**src/sv/rtdc_pkg.sv**
```systemverilog
`timescale 1ns / 1ps
package rtdc_pkg;

   localparam int RegCount = 2;
   localparam logic [0:0] REG_REFERENCE_OHMS = 1'd0;
   localparam logic [0:0] REG_NOMINAL_OHMS = 1'd1;

   localparam logic [15:0] REFERENCE_RESET = 16'd430;
   localparam logic [15:0] NOMINAL_RESET = 16'd100;

   // datapath operations
   localparam logic [3:0] OP_NONE = 4'd0;
   localparam logic [3:0] OP_CAPTURE = 4'd1;
   localparam logic [3:0] OP_MUL_RATIO = 4'd2;
   localparam logic [3:0] OP_DIV_RATIO_LOAD = 4'd3;
   localparam logic [3:0] OP_DIV_STEP = 4'd4;
   localparam logic [3:0] OP_DISC_MUL = 4'd5;
   localparam logic [3:0] OP_DISC_SUB = 4'd6;
   localparam logic [3:0] OP_SQRT_STEP = 4'd7;
   localparam logic [3:0] OP_MAG_MUL = 4'd8;
   localparam logic [3:0] OP_TEMP_RECIP = 4'd9;
   localparam logic [3:0] OP_COMMIT = 4'd10;

   localparam logic [31:0] RATIO_CAP = 32'h8000_0000;
   localparam logic [27:0] DISC_SLOPE = 28'd231000000;
   localparam logic [59:0] DISC_BASE_SHIFTED = 60'd1758480889 << 24;
   localparam logic [27:0] A_UNITS = 28'd160083968;
   // 1000 / 11550 reduced to 20 / 231, half of 231 * 4096 for rounding
   localparam logic [4:0]  T_SCALE = 5'd20;
   localparam logic [18:0] T_ROUND = 19'd473088;
   // ceil(2^39 / 231), exact floor division by 231 for operands below 2^31
   localparam logic [31:0] T_RECIP = 32'd2379895299;
   localparam logic [31:0] T_MAX_MAG = 32'd262143;
   localparam logic [31:0] T_MIN_MAG = 32'd262144;

   localparam int DIV_STEPS = 32;
   localparam int SQRT_STEPS = 28;

   typedef struct packed {
      logic [3:0] op;
   } cmd_type;

   typedef struct packed {
      logic compute;
   } sts_type;

endpackage

```
**src/sv/rtdc_if.sv**
```systemverilog
`timescale 1ns / 1ps
interface rtdc_req_if;
   logic        valid;
   logic        ready;
   logic        data_ready;
   logic [15:0] rtd_word;
   logic [7:0]  fault_status;
   modport source (output valid, data_ready, rtd_word, fault_status, input ready);
   modport sink (input valid, data_ready, rtd_word, fault_status, output ready);
endinterface

interface rtdc_rsp_if;
   logic               valid;
   logic               ready;
   logic signed [18:0] temperature;
   logic               fresh;
   logic               clear_request;
   logic [7:0]         held_fault_status;
   modport source (output valid, temperature, fresh, clear_request, held_fault_status,
      input ready);
   modport sink (input valid, temperature, fresh, clear_request, held_fault_status,
      output ready);
endinterface

interface rtdc_csr_if;
   logic        valid;
   logic        ready;
   logic [0:0]  index;
   logic [15:0] data;
   modport source (output valid, index, data, input ready);
   modport sink (input valid, index, data, output ready);
endinterface

```
**src/sv/rtdc_div.sv**
```systemverilog
`timescale 1ns / 1ps
module rtdc_div (
   input  logic        clock,
   input  logic        load,
   input  logic        step,
   input  logic [63:0] dividend,
   input  logic [31:0] divisor,
   output logic [31:0] quotient,
   output logic        overflow
);

   logic [31:0] rem_ff, rem_in;
   logic [31:0] shf_ff, shf_in;
   logic [31:0] dsr_ff, dsr_in;
   logic        ovf_ff, ovf_in;
   logic [32:0] trial;
   logic        ge;

   always_comb begin
      trial = {rem_ff, shf_ff[31]};
      ge = trial >= {1'b0, dsr_ff};
      rem_in = rem_ff;
      shf_in = shf_ff;
      dsr_in = dsr_ff;
      ovf_in = ovf_ff;
      if (load) begin
         rem_in = dividend[63:32];
         shf_in = dividend[31:0];
         dsr_in = divisor;
         ovf_in = dividend[63:32] >= divisor;
      end else if (step) begin
         rem_in = ge ? 32'(trial - {1'b0, dsr_ff}) : trial[31:0];
         shf_in = {shf_ff[30:0], ge};
      end
   end

   always_ff @(posedge clock) begin
      rem_ff <= rem_in;
      shf_ff <= shf_in;
      dsr_ff <= dsr_in;
      ovf_ff <= ovf_in;
   end

   assign quotient = shf_ff;
   assign overflow = ovf_ff;

endmodule

```
**src/sv/rtdc_datapath.sv**
```systemverilog
`timescale 1ns / 1ps
module rtdc_datapath #(
   parameter int TEMP_FRAC_BITS = 6
) (
   input  logic               clock,
   input  logic               reset,
   input  rtdc_pkg::cmd_type  cmd,
   output rtdc_pkg::sts_type  sts,
   input  logic               in_data_ready,
   input  logic [15:0]        in_rtd_word,
   input  logic [7:0]         in_fault_status,
   input  logic               csr_write,
   input  logic [0:0]         csr_index,
   input  logic [15:0]        csr_data,
   output logic signed [18:0] out_temperature,
   output logic               out_fresh,
   output logic               out_clear_request,
   output logic [7:0]         out_held_fault_status
);

   logic [15:0] ref_ff, nom_ff;
   logic        rdy_ff, flt_ff;
   logic [14:0] code_ff;
   logic [7:0]  fstat_ff;
   logic [30:0] prod_ff;
   logic [59:0] big_ff;
   logic [55:0] val_ff;
   logic [29:0] srem_ff;
   logic [27:0] root_ff;
   logic        neg_ff;
   logic [31:0] mag_ff;
   logic [24:0] tq_ff;
   logic signed [18:0] held_ff;
   logic [7:0]  held_fs_ff;
   logic signed [18:0] tout_ff;
   logic        fresh_ff, clr_ff;
   logic [7:0]  fsout_ff;

   logic        div_load;
   logic [63:0] div_dividend;
   logic [31:0] div_divisor;
   logic [31:0] quo;
   logic        ovf;
   logic [31:0] xq;
   logic [59:0] disc;
   logic [31:0] sq_trial, sq_cand;
   logic        sq_ge;
   logic        diff_neg;
   logic [28:0] abs_diff;
   logic [63:0] mag_num;
   logic [63:0] rec_prod;
   logic signed [18:0] temp_new;
   logic        compute;

   assign sts.compute = in_data_ready & ~in_rtd_word[0];
   assign compute = rdy_ff & ~flt_ff;

   assign div_load = cmd.op == rtdc_pkg::OP_DIV_RATIO_LOAD;
   assign div_dividend = 64'(prod_ff) << 24;
   assign div_divisor = {16'd0, nom_ff};

   rtdc_div u_div (
      .clock    (clock),
      .load     (div_load),
      .step     (cmd.op == rtdc_pkg::OP_DIV_STEP),
      .dividend (div_dividend),
      .divisor  (div_divisor),
      .quotient (quo),
      .overflow (ovf)
   );

   always_comb begin
      // ratio clamp, zero nominal lands here through the overflow flag
      xq = (ovf || quo > rtdc_pkg::RATIO_CAP) ? rtdc_pkg::RATIO_CAP : quo;
      disc = (big_ff > rtdc_pkg::DISC_BASE_SHIFTED) ? 60'd0
         : rtdc_pkg::DISC_BASE_SHIFTED - big_ff;
      sq_cand = {srem_ff, val_ff[55:54]};
      sq_trial = {2'b00, root_ff, 2'b01};
      sq_ge = sq_cand >= sq_trial;
      diff_neg = root_ff > rtdc_pkg::A_UNITS;
      abs_diff = diff_neg ? 29'(root_ff - rtdc_pkg::A_UNITS)
         : 29'(rtdc_pkg::A_UNITS - root_ff);
      // rounded numerator, the 4096 part of the divisor taken off by a shift
      mag_num = ((64'(abs_diff) * 64'(rtdc_pkg::T_SCALE)) << TEMP_FRAC_BITS)
         + 64'(rtdc_pkg::T_ROUND);
      rec_prod = 64'(mag_ff) * 64'(rtdc_pkg::T_RECIP);
      if (neg_ff)
         temp_new = (tq_ff > rtdc_pkg::T_MIN_MAG) ? -19'sd262144 : 19'(-tq_ff);
      else
         temp_new = (tq_ff > rtdc_pkg::T_MAX_MAG) ? 19'sd262143 : 19'(tq_ff);
   end

   always_ff @(posedge clock) begin
      if (reset) begin
         ref_ff <= rtdc_pkg::REFERENCE_RESET;
         nom_ff <= rtdc_pkg::NOMINAL_RESET;
         held_ff <= '0;
         held_fs_ff <= '0;
      end else begin
         if (csr_write) begin
            case (csr_index)
               rtdc_pkg::REG_REFERENCE_OHMS: ref_ff <= csr_data;
               rtdc_pkg::REG_NOMINAL_OHMS: nom_ff <= csr_data;
               default: ;
            endcase
         end
         if (cmd.op == rtdc_pkg::OP_COMMIT && rdy_ff) begin
            held_fs_ff <= fstat_ff;
            if (compute)
               held_ff <= temp_new;
         end
      end
   end

   always_ff @(posedge clock) begin
      case (cmd.op)
         rtdc_pkg::OP_CAPTURE: begin
            rdy_ff <= in_data_ready;
            flt_ff <= in_rtd_word[0];
            code_ff <= in_rtd_word[15:1];
            fstat_ff <= in_fault_status;
         end
         rtdc_pkg::OP_MUL_RATIO: prod_ff <= code_ff * ref_ff;
         rtdc_pkg::OP_DISC_MUL: big_ff <= rtdc_pkg::DISC_SLOPE * xq;
         rtdc_pkg::OP_DISC_SUB: begin
            val_ff <= disc[55:0];
            srem_ff <= '0;
            root_ff <= '0;
         end
         rtdc_pkg::OP_SQRT_STEP: begin
            val_ff <= {val_ff[53:0], 2'b00};
            srem_ff <= sq_ge ? 30'(sq_cand - sq_trial) : sq_cand[29:0];
            root_ff <= {root_ff[26:0], sq_ge};
         end
         rtdc_pkg::OP_MAG_MUL: begin
            neg_ff <= diff_neg;
            mag_ff <= mag_num[43:12];
         end
         // divide by 231 through the reciprocal, shift of 39
         rtdc_pkg::OP_TEMP_RECIP: tq_ff <= rec_prod[63:39];
         rtdc_pkg::OP_COMMIT: begin
            tout_ff <= compute ? temp_new : held_ff;
            fresh_ff <= compute;
            clr_ff <= rdy_ff & flt_ff;
            fsout_ff <= rdy_ff ? fstat_ff : held_fs_ff;
         end
         default: ;
      endcase
   end

   assign out_temperature = tout_ff;
   assign out_fresh = fresh_ff;
   assign out_clear_request = clr_ff;
   assign out_held_fault_status = fsout_ff;

endmodule

```
**src/sv/rtdc_ctrl.sv**
```systemverilog
`timescale 1ns / 1ps
module rtdc_ctrl (
   input  logic              clock,
   input  logic              reset,
   input  logic              req_valid,
   output logic              req_ready,
   output logic              rsp_valid,
   input  logic              rsp_ready,
   input  rtdc_pkg::sts_type sts,
   output rtdc_pkg::cmd_type cmd
);

   localparam logic [3:0] S_IDLE = 4'd0;
   localparam logic [3:0] S_MUL = 4'd1;
   localparam logic [3:0] S_DIVL = 4'd2;
   localparam logic [3:0] S_DIV = 4'd3;
   localparam logic [3:0] S_DMUL = 4'd4;
   localparam logic [3:0] S_DSUB = 4'd5;
   localparam logic [3:0] S_SQRT = 4'd6;
   localparam logic [3:0] S_MAG = 4'd7;
   localparam logic [3:0] S_RECIP = 4'd8;
   localparam logic [3:0] S_DONE = 4'd9;

   logic [3:0] state_ff, state_in;
   logic [4:0] cnt_ff, cnt_in;
   logic       vld_ff, vld_in;

   always_comb begin
      state_in = state_ff;
      cnt_in = cnt_ff;
      vld_in = vld_ff & ~rsp_ready;
      cmd.op = rtdc_pkg::OP_NONE;
      req_ready = 1'b0;
      case (state_ff)
         S_IDLE: begin
            req_ready = 1'b1;
            if (req_valid) begin
               cmd.op = rtdc_pkg::OP_CAPTURE;
               state_in = sts.compute ? S_MUL : S_DONE;
            end
         end
         S_MUL: begin
            cmd.op = rtdc_pkg::OP_MUL_RATIO;
            state_in = S_DIVL;
         end
         S_DIVL: begin
            cmd.op = rtdc_pkg::OP_DIV_RATIO_LOAD;
            cnt_in = '0;
            state_in = S_DIV;
         end
         S_DIV: begin
            cmd.op = rtdc_pkg::OP_DIV_STEP;
            cnt_in = cnt_ff + 5'd1;
            if (cnt_ff == 5'(rtdc_pkg::DIV_STEPS - 1))
               state_in = S_DMUL;
         end
         S_DMUL: begin
            cmd.op = rtdc_pkg::OP_DISC_MUL;
            state_in = S_DSUB;
         end
         S_DSUB: begin
            cmd.op = rtdc_pkg::OP_DISC_SUB;
            cnt_in = '0;
            state_in = S_SQRT;
         end
         S_SQRT: begin
            cmd.op = rtdc_pkg::OP_SQRT_STEP;
            cnt_in = cnt_ff + 5'd1;
            if (cnt_ff == 5'(rtdc_pkg::SQRT_STEPS - 1))
               state_in = S_MAG;
         end
         S_MAG: begin
            cmd.op = rtdc_pkg::OP_MAG_MUL;
            state_in = S_RECIP;
         end
         S_RECIP: begin
            cmd.op = rtdc_pkg::OP_TEMP_RECIP;
            state_in = S_DONE;
         end
         S_DONE: begin
            // wait for the output register to free up
            if (!vld_ff || rsp_ready) begin
               cmd.op = rtdc_pkg::OP_COMMIT;
               vld_in = 1'b1;
               state_in = S_IDLE;
            end
         end
         default: state_in = S_IDLE;
      endcase
   end

   always_ff @(posedge clock) begin
      if (reset) begin
         state_ff <= S_IDLE;
         cnt_ff <= '0;
         vld_ff <= 1'b0;
      end else begin
         state_ff <= state_in;
         cnt_ff <= cnt_in;
         vld_ff <= vld_in;
      end
   end

   assign rsp_valid = vld_ff;

endmodule

```
**src/sv/rtd_to_temperature_converter.sv**
```systemverilog
`timescale 1ns / 1ps
// Converts one RTD converter poll per request into a temperature in units of
// 2^-TEMP_FRAC_BITS degrees C by inverting the Callendar-Van Dusen quadratic.
// A ready, fault-free request runs from acceptance to the output register,
// waiting in the last state for that register to free up: the resistance ratio
// goes through a 32-step restoring divider, the square root of the
// discriminant takes 28 one-bit steps and the final scaling is a reciprocal
// multiply. Polls that are not ready or carry the fault flag skip the
// maths. A new request is taken as soon as the previous one has reached the
// output register, even if that response has not yet been taken. Registers:
// 0 reference ohms, 1 nominal ohms; write them only while the block is idle.
module rtd_to_temperature_converter #(
   parameter int TEMP_FRAC_BITS = 6
) (
   input logic       clock,
   input logic       reset,
   rtdc_req_if.sink   req_chan,
   rtdc_rsp_if.source rsp_chan,
   rtdc_csr_if.sink   csr_chan
);

   rtdc_pkg::cmd_type cmd;
   rtdc_pkg::sts_type sts;

   assign csr_chan.ready = 1'b1;

   rtdc_ctrl u_ctrl (
      .clock     (clock),
      .reset     (reset),
      .req_valid (req_chan.valid),
      .req_ready (req_chan.ready),
      .rsp_valid (rsp_chan.valid),
      .rsp_ready (rsp_chan.ready),
      .sts       (sts),
      .cmd       (cmd)
   );

   rtdc_datapath #(
      .TEMP_FRAC_BITS (TEMP_FRAC_BITS)
   ) u_datapath (
      .clock                 (clock),
      .reset                 (reset),
      .cmd                   (cmd),
      .sts                   (sts),
      .in_data_ready         (req_chan.data_ready),
      .in_rtd_word           (req_chan.rtd_word),
      .in_fault_status       (req_chan.fault_status),
      .csr_write             (csr_chan.valid),
      .csr_index             (csr_chan.index),
      .csr_data              (csr_chan.data),
      .out_temperature       (rsp_chan.temperature),
      .out_fresh             (rsp_chan.fresh),
      .out_clear_request     (rsp_chan.clear_request),
      .out_held_fault_status (rsp_chan.held_fault_status)
   );

endmodule

```
**src/flat_wrapper.sv**
```systemverilog
// flat-port wrapper written by rule: the top's interface ports become plain ports
module rtd_to_temperature_converter_flat 
#(
   parameter int TEMP_FRAC_BITS = 6
)
  (clock, reset, req_chan_valid, req_chan_data_ready, req_chan_rtd_word, req_chan_fault_status, req_chan_ready, rsp_chan_valid, rsp_chan_temperature, rsp_chan_fresh, rsp_chan_clear_request, rsp_chan_held_fault_status, rsp_chan_ready, csr_chan_valid, csr_chan_index, csr_chan_data, csr_chan_ready);
  rtdc_req_if req_chan_i ();
  rtdc_rsp_if rsp_chan_i ();
  rtdc_csr_if csr_chan_i ();
  input logic clock;
  input logic reset;
  input wire logic [$bits(req_chan_i.valid)-1:0] req_chan_valid;
  input wire logic [$bits(req_chan_i.data_ready)-1:0] req_chan_data_ready;
  input wire logic [$bits(req_chan_i.rtd_word)-1:0] req_chan_rtd_word;
  input wire logic [$bits(req_chan_i.fault_status)-1:0] req_chan_fault_status;
  output wire logic [$bits(req_chan_i.ready)-1:0] req_chan_ready;
  output wire logic [$bits(rsp_chan_i.valid)-1:0] rsp_chan_valid;
  output wire logic [$bits(rsp_chan_i.temperature)-1:0] rsp_chan_temperature;
  output wire logic [$bits(rsp_chan_i.fresh)-1:0] rsp_chan_fresh;
  output wire logic [$bits(rsp_chan_i.clear_request)-1:0] rsp_chan_clear_request;
  output wire logic [$bits(rsp_chan_i.held_fault_status)-1:0] rsp_chan_held_fault_status;
  input wire logic [$bits(rsp_chan_i.ready)-1:0] rsp_chan_ready;
  input wire logic [$bits(csr_chan_i.valid)-1:0] csr_chan_valid;
  input wire logic [$bits(csr_chan_i.index)-1:0] csr_chan_index;
  input wire logic [$bits(csr_chan_i.data)-1:0] csr_chan_data;
  output wire logic [$bits(csr_chan_i.ready)-1:0] csr_chan_ready;
  assign req_chan_i.valid = req_chan_valid;
  assign req_chan_i.data_ready = req_chan_data_ready;
  assign req_chan_i.rtd_word = req_chan_rtd_word;
  assign req_chan_i.fault_status = req_chan_fault_status;
  assign req_chan_ready = req_chan_i.ready;
  assign rsp_chan_valid = rsp_chan_i.valid;
  assign rsp_chan_temperature = rsp_chan_i.temperature;
  assign rsp_chan_fresh = rsp_chan_i.fresh;
  assign rsp_chan_clear_request = rsp_chan_i.clear_request;
  assign rsp_chan_held_fault_status = rsp_chan_i.held_fault_status;
  assign rsp_chan_i.ready = rsp_chan_ready;
  assign csr_chan_i.valid = csr_chan_valid;
  assign csr_chan_i.index = csr_chan_index;
  assign csr_chan_i.data = csr_chan_data;
  assign csr_chan_ready = csr_chan_i.ready;
  rtd_to_temperature_converter #(.TEMP_FRAC_BITS(TEMP_FRAC_BITS)) u_core (.clock(clock), .reset(reset), .req_chan(req_chan_i), .rsp_chan(rsp_chan_i), .csr_chan(csr_chan_i));
endmodule
```
**config.mk**
```make
export PLATFORM = sky130hd
export DESIGN_NAME = rtd_to_temperature_converter_flat
export DESIGN_NICKNAME = d
export VERILOG_FILES = /design/src/sv/rtdc_pkg.sv /design/src/sv/rtdc_if.sv /design/src/sv/rtdc_div.sv /design/src/sv/rtdc_datapath.sv /design/src/sv/rtdc_ctrl.sv /design/src/sv/rtd_to_temperature_converter.sv /design/src/flat_wrapper.sv
export SDC_FILE = /design/constraint.sdc
export NUM_CORES = 2
export LEC_CHECK = 0
export BUFFER_PORTS_ARGS = -buffer_cell sky130_fd_sc_hd__buf_2
export CAP_MARGIN = 20
export CORE_MARGIN = 8
export CORE_UTILIZATION = 50
export CTS_BUF_LIST = sky130_fd_sc_hd__clkbuf_4
export DETAILED_ROUTE_END_ITERATION = 8
export PLACE_DENSITY = 0.68
export SYNTH_ARGS = -nofsm -noshare
export SYNTH_HDL_FRONTEND = slang
export SYNTH_HIERARCHICAL = 1
export SYNTH_SLANG_ARGS = --single-unit
export TNS_END_PERCENT = 5
```
**constraint.sdc**
```tcl
create_clock -name clock -period 8 [get_ports clock]
set_input_delay 0.4 -clock clock [delete_from_list [all_inputs] [get_ports clock]]
set_output_delay 0.4 -clock clock [all_outputs]
set_load 0.02 [all_outputs]
```
# Word-level counts from Yosys, hierarchy flattened
# Cells that the tools add are included.
totals:
  register_bits: 461
  input_bits: 47
  out_inout_bits: 32
  word_cells: 125
classes:
  add_sub_neg: 8
  multipliers: 4
  n_lt_le_gt_ge: 8
  eq_ne: 25
  mux: 30
  n_bitwise: 8
  reduce_logical: 13
op_table:
  columns: ["cell", "count"]
  rows:
  - ["2-to-1 mux 32 bit", 4]
  - ["one-hot mux 56 bit (2 select lines)", 1]
  - ["one-hot mux 4 bit (10 select lines)", 2]
  - ["2-to-1 mux 19 bit", 4]
  - ["multiplier 32 x 32 -> 64 bit (second input constant)", 1]
  - ["> comparator 60 x 55 -> 1 bit (second input constant)", 1]
  - ["one-hot mux 30 bit (2 select lines)", 1]
  - ["2-to-1 mux 56 bit", 1]
  - ["one-hot mux 28 bit (2 select lines)", 1]
  - ["subtractor 55 x 56 -> 56 bit (first input constant)", 1]
  - ["multiplier 22 x 32 -> 54 bit (first input constant)", 1]
  - ["2-to-1 mux 23 bit", 2]
  - ["adder 40 x 19 -> 41 bit (second input constant)", 1]
  - [">= comparator 33 x 16 -> 1 bit", 1]
  - ["equality test 4 x 3 -> 1 bit (second input constant)", 8]
  - [">= comparator 32 x 30 -> 1 bit", 1]
  - ["> comparator 32 bit (second input constant)", 1]
  - ["multiplier 29 x 3 -> 32 bit (second input constant)", 1]
  - ["subtractor 32 x 16 -> 32 bit", 1]
  - ["multiplier 15 x 16 -> 31 bit", 1]
  - ["2-to-1 mux 30 bit", 1]
  - ["subtractor 30 bit", 1]
  - ["2-to-1 mux 29 bit", 1]
  - ["subtractor 28 x 28 -> 29 bit (first input constant)", 1]
  - ["26 further kinds", 57]

# Longest topological paths before layout
logic_depth:
  ltp_word: 7
  ltp_mapped: 32
  depth_no_buf: 30

# Cells and area by module
# The synthesis kept the hierarchy.
modules_own_cells:
  columns: ["mod", "n_inst", "cells_per_inst", "area_each_um2", "seq_area_each_um2"]
  rows:
  - ["rtdc_datapath", 1, 5320, 52484.1, 10219.8]
  - ["rtdc_div", 1, 658, 6837.8, 2912.8]
  - ["rtdc_ctrl", 1, 77, 625.6, 200.2]
  - ["rtd_to_temperature_converter", 1, 2, 11.3, 0.0]

# Least setup slack after synthesis
# OpenSTA, ideal clock, no wires.
synth_path:
  path_kind: "register -> register"
  startpoint: "reg u_core.u_datapath.u_div.shf_ff[8] (netlist: u_core/u_datapath/u_div/quotient[8])"
  endpoint: "reg u_core.u_datapath.big_ff[57] (data pin)"
  setup_ns: 0.259
  arrival_ns: 8.027
  required_ns: 7.741
  slack_ns: -0.286
  path_stages_with_launch: 32
  path_buffers: 2
  synth_period_minus_slack_ns: 8.286
  path_cell_list: "edfxtp_1 nor4_1 nand4_1 o21ai_0 clkbuf_1 nand2_1 inv_1 fa_1 fa_1 inv_1 fa_1 inv_1 fa_1 inv_1 fa_1 inv_1 fa_1 inv_1 fa_1 inv_1 ha_1 clkbuf_1 nand4_1 nor4_1 nand3_1 o22ai_1 o21ai_0 nor3_1 a31oi_1 o311ai_0 a21oi_1 xnor2_1"
synth_between:
  elab_chain_len: 4
synth_lines:
  columns: ["element", "line_no", "text"]
  rows:
  - ["from (decl)", "rtdc_div.sv:13", "logic [31:0] shf_ff, shf_in;"]
  - ["from (signal assigned)", "rtdc_div.sv:39", "shf_ff <= shf_in;"]
  - ["> comparator 32 bit", "rtdc_datapath.sv:74", "xq = (ovf || quo > rtdc_pkg::RATIO_CAP) ? rtdc_pkg::RATIO_CAP : quo;"]
  - ["logical OR 1 bit", "rtdc_datapath.sv:74", null]
  - ["2-to-1 mux 32 bit (*)", "rtdc_datapath.sv:74", null]
  - ["multiplier 22 x 32 -> 54 bit (*)", "rtdc_datapath.sv:124", "rtdc_pkg::OP_DISC_MUL: big_ff <= rtdc_pkg::DISC_SLOPE * xq;"]
  - ["to (signal assigned)", "rtdc_datapath.sv:124", null]
  - ["to (decl)", "rtdc_datapath.sv:26", "logic [59:0] big_ff;"]
# Mark *: on every way between the ends. The rest lies on a longest branch, timed or not.
# A chain may end at the register's enable or synchronous reset.

# Final worst setup path
layout_path:
  startpoint: "reg u_core.u_datapath.u_div.shf_ff[16] (netlist: u_core/u_datapath/u_div/quotient[16])"
  endpoint: "reg u_core.u_datapath.big_ff[59] (data pin)"
# The elaborated chain is that of the path after synthesis.

==> results.json <==
{
  "synth_compound_area_share_pct": 9.78,
  "outcome": "finished clean",
  "synth-simple-area-share_pct": 10.4,
  "worst_slew_pin_slew_ns": 1.11,
  "synth_warnings": 6,
  "grtUsageTotal_pct": 23.0,
  "syn_area_um2": 60000,
  "dieArea_um2": 131000,
  "setup-violations-final": 0,
  "rows": 127,
  "grt_pass1_wl_um": 244000,
  "postSynthAreaPerCell_um2": 9.90,
  "worstSetupPathType": "flop to flop",
  "path_max_fanout": 6,
  "die_h_um": 362,
  "fmax_mhz": 125,
  "grt_pass1_vias": 46500,
  "rsz0062_at_grt": "yes",
  "fin_skew_ns": 0.0871,
  "drtAntennaViolNets": 0,
  "clock_sinks": 467,
  "cts_tree": "yes",
  "relSlewSlack_pct": 26.3,
  "synth_top_family_by_area": "adder cells",
  "holdWs_ns": 0.145,
  "dr.pass1.iters": 6,
  "cap_violations": 0,
  "async_reset_ff_share_pct": 0,
  "path_clk_slew_ns": 0.07,
  "htree_levels": 4,
  "finalHoldViolations": 0,
  "synth_edf_count": 398,
  "dr_total_vias": 44000,
  "synth_xor_area_share_pct": 3.90,
  "clk-insertion-delay-late_ns": 1.07,
  "synthAdderAreaFrac_pct": 43.1,
  "seq_area_frac_synth_pct": 22.2,
  "area_growth_pct": 13.1,
  "synth.area.mux_share_pct": 1.60,
  "worstSetupStartpointType": "flop",
  "routed_wl_um": 148000,
  "drtIter0Drc": 2765,
  "fin_nets": 8283,
  "wire_per_inst_um": 17.8,
  "dp_hpwl_um": 120000,
  "drive_above_1_share_pct": 12.3,
  "cts_buffer_depth": 3,
  "initial_core_util_pct": 50.2,
  "arrival_ns": 8.77,
  "drc": 0,
  "cts_root_buf": "clkbuf_4",
  "ys_ff_latch": 467,
  "ys.flop_type": "edfxtp_1",
  "syn-instance-count": 6057,
  "gp_congestion": 0.919,
  "period_needed_ns": 8.00,
  "drv_slew": 0,
  "io_buffers": 77,
  "grt_max_degree": 84,
  "antenna_found_initial": 4,
  "grt_overflow_total": 0,
  "finalCritPeriodShare_pct": 100,
  "mostFrequentLayoutCells": "1269 x inv_1, 867 x ha_1, 735 x fa_1, 467 x nand2_1, 398 x edfxtp_1",
  "end_kind": "flop",
  "hold_path.class": "input port to flop",
  "layout_commonest_cell": "inv_1",
  "viasPerCell": 5.28,
  "core_um2": 119000,
  "pin_count": 79,
  "required_ns": 8.78,
  "synth_cell_types": 97,
  "die_x_um": 362,
  "cts_buffers": 136
}
[kinds of logic after synthesis]
| kind of cell | after synthesis |
|---|---|
| muxes | 90 |
| other | 2 |
| AOI/OAI and AO/OA | 904 |
| buffers and inverters | 1430 |
| xor gates and xnor gates | 267 |
| DFF | 467 |
| adders and majority gates | 1621 |
| and+or+nand+nor | 1276 |
[cell usage after synthesis (10+ instances only)]
cell type,instances,area share [%]
inv_1,1284,8.0
ha_1,884,18
fa_1,737,25
nand2_1,477,3.0
edfxtp_1,398,20
a21oi_1,293,2.4
nor2_1,237,1.5
xnor2_1,177,2.6
o21ai_0,163,1.4
and2_1,132,1.4
clkbuf_1,116,0.73
a21o_1,108,1.4
xor2_1,90,1.3
nor3_1,76,0.63
dfxtp_1,69,2.3
nand3_1,65,0.54
mux2_2,45,0.85
nand4_1,45,0.47
mux2i_1,44,0.73
a22o_1,43,0.63
nand2b_1,38,0.40
nor4_1,38,0.40
a31oi_1,34,0.35
nor2b_1,33,0.34
a211oi_1,31,0.39
o21a_1,30,0.38
and3_1,27,0.28
o21bai_1,27,0.34
o211ai_1,24,0.30
or3_1,20,0.21
o31ai_1,16,0.20
buf_2,14,0.12
nand3b_1,14,0.18
a31o_2,13,0.19
a2111oi_0,11,0.16
nand4b_1,11,0.16
or4_1,11,0.14
a21boi_0,10,0.13
[path summary, 6_finish.rpt]
path                                   startpoint                           endpoint  slack, ns  cells after the start
max          u_core/u_datapath/u_div/quotient[16]       u_core/u_datapath/big_ff[59]      0.004                     27
max reg2reg  u_core/u_datapath/u_div/quotient[16]       u_core/u_datapath/big_ff[59]      0.004                     27
min                              csr_chan_data[2]        u_core/u_datapath/nom_ff[2]       0.15                      4
min reg2reg           u_core/u_datapath/nom_ff[8]  u_core/u_datapath/u_div/dsr_ff[8]       0.44                      0
[timing repair]
action	in CTS	in global routing
hold endpoints to repair	90	0
resized for setup	45	86
setup buffers	14	7
hold buffers	81	0
setup endpoints to repair	18	25
pin swaps	33	94
[sequential cells by signal, summed over array words and instances (netlist names), 4 cells and up]
| signal | count |
|---|---|
| u_core/u_datapath/big_ff | 54 |
| u_core/u_datapath/val_ff | 50 |
| u_core/u_datapath/u_div/dsr_ff | 32 |
| u_core/u_datapath/u_div/quotient | 32 |
| u_core/u_datapath/u_div/rem_ff | 32 |
| u_core/u_datapath/prod_ff | 31 |
| u_core/u_datapath/srem_ff | 30 |
| u_core/u_datapath/mag_ff | 29 |
| u_core/u_datapath/root_ff | 28 |
| u_core/u_datapath/tq_ff | 24 |
| u_core/u_datapath/held_ff | 19 |
| u_core/u_datapath/out_temperature | 19 |
| u_core/u_datapath/nom_ff | 16 |
| u_core/u_datapath/ref_ff | 16 |
| u_core/u_datapath/code_ff | 15 |
| u_core/u_datapath/fstat_ff | 8 |
| u_core/u_datapath/held_fs_ff | 8 |
| u_core/u_datapath/out_held_fault_status | 8 |
| u_core/u_ctrl/cnt_ff | 5 |
| u_core/u_ctrl/state_ff | 4 |
[metal layers]
| layer | GRT usage, % | part of all wire [%] | up-vias |
|---|---|---|---|
| li1 | - | - | 21100 |
| met1 | 31.2 | 45 | 21600 |
| met2 | 38.1 | 47 | 1067 |
| met3 | 4.08 | 5.7 | 235 |
| met4 | 5.93 | 2.4 | 2 |
| met5 | 0 | 0.0088 | - |
[critical path, cell delays in order, from the launching register on]
cell       delay, ns
edfxtp_1        0.43
nor4_4          0.32
nand4_1         0.19
o21ai_2         0.26
buf_6           0.15
and2_2          0.19
fa_1            0.47
fa_1            0.53
inv_1           0.05
fa_1            0.47
inv_1           0.05
fa_1            0.54
fa_1            0.46
fa_1            0.56
inv_1           0.06
fa_1            0.57
inv_1           0.05
ha_1            0.29
and2_1          0.20
a2111oi_4       0.38
o21ai_2         0.12
or3_4           0.34
o21ai_4         0.17
nor3_4          0.09
a311o_1         0.28
a21oi_2         0.23
a31oi_1         0.14
xnor2_1         0.15
[stage by stage]
step	cells	worst slack (ns)	instance area, um^2	TNS [ns]	util (%)
2_1_floorplan	6131	-0.0273	60200	-0.0371	-
3_3_place_gp	7986	-0.360	64400	-2.78	53.9
3_5_place_dp	7986	-0.429	64400	-4.35	53.9
4_1_cts	8320	-0.0293	67300	-0.0931	56.4
5_1_grt	8333	-0.352	67800	-3.52	56.8
6_report	8333	0.00372	67800	0	56.8
[final cells by class]
cell class | count | area (um^2)
clock inverter | 49 | 368
fill | 10500 | 51700
sequential | 467 | 13300
timing repair buffer | 488 | 3710
clock buffer | 190 | 1430
antenna | 5 | 12.5
inverter | 1288 | 4840
multi-input combinational | 4234 | 42100
tap | 1612 | 2020
Power is left out: the tool's default activity adds up to more than one toggle a clock period on the data nets, which glitch-free logic cannot reach.
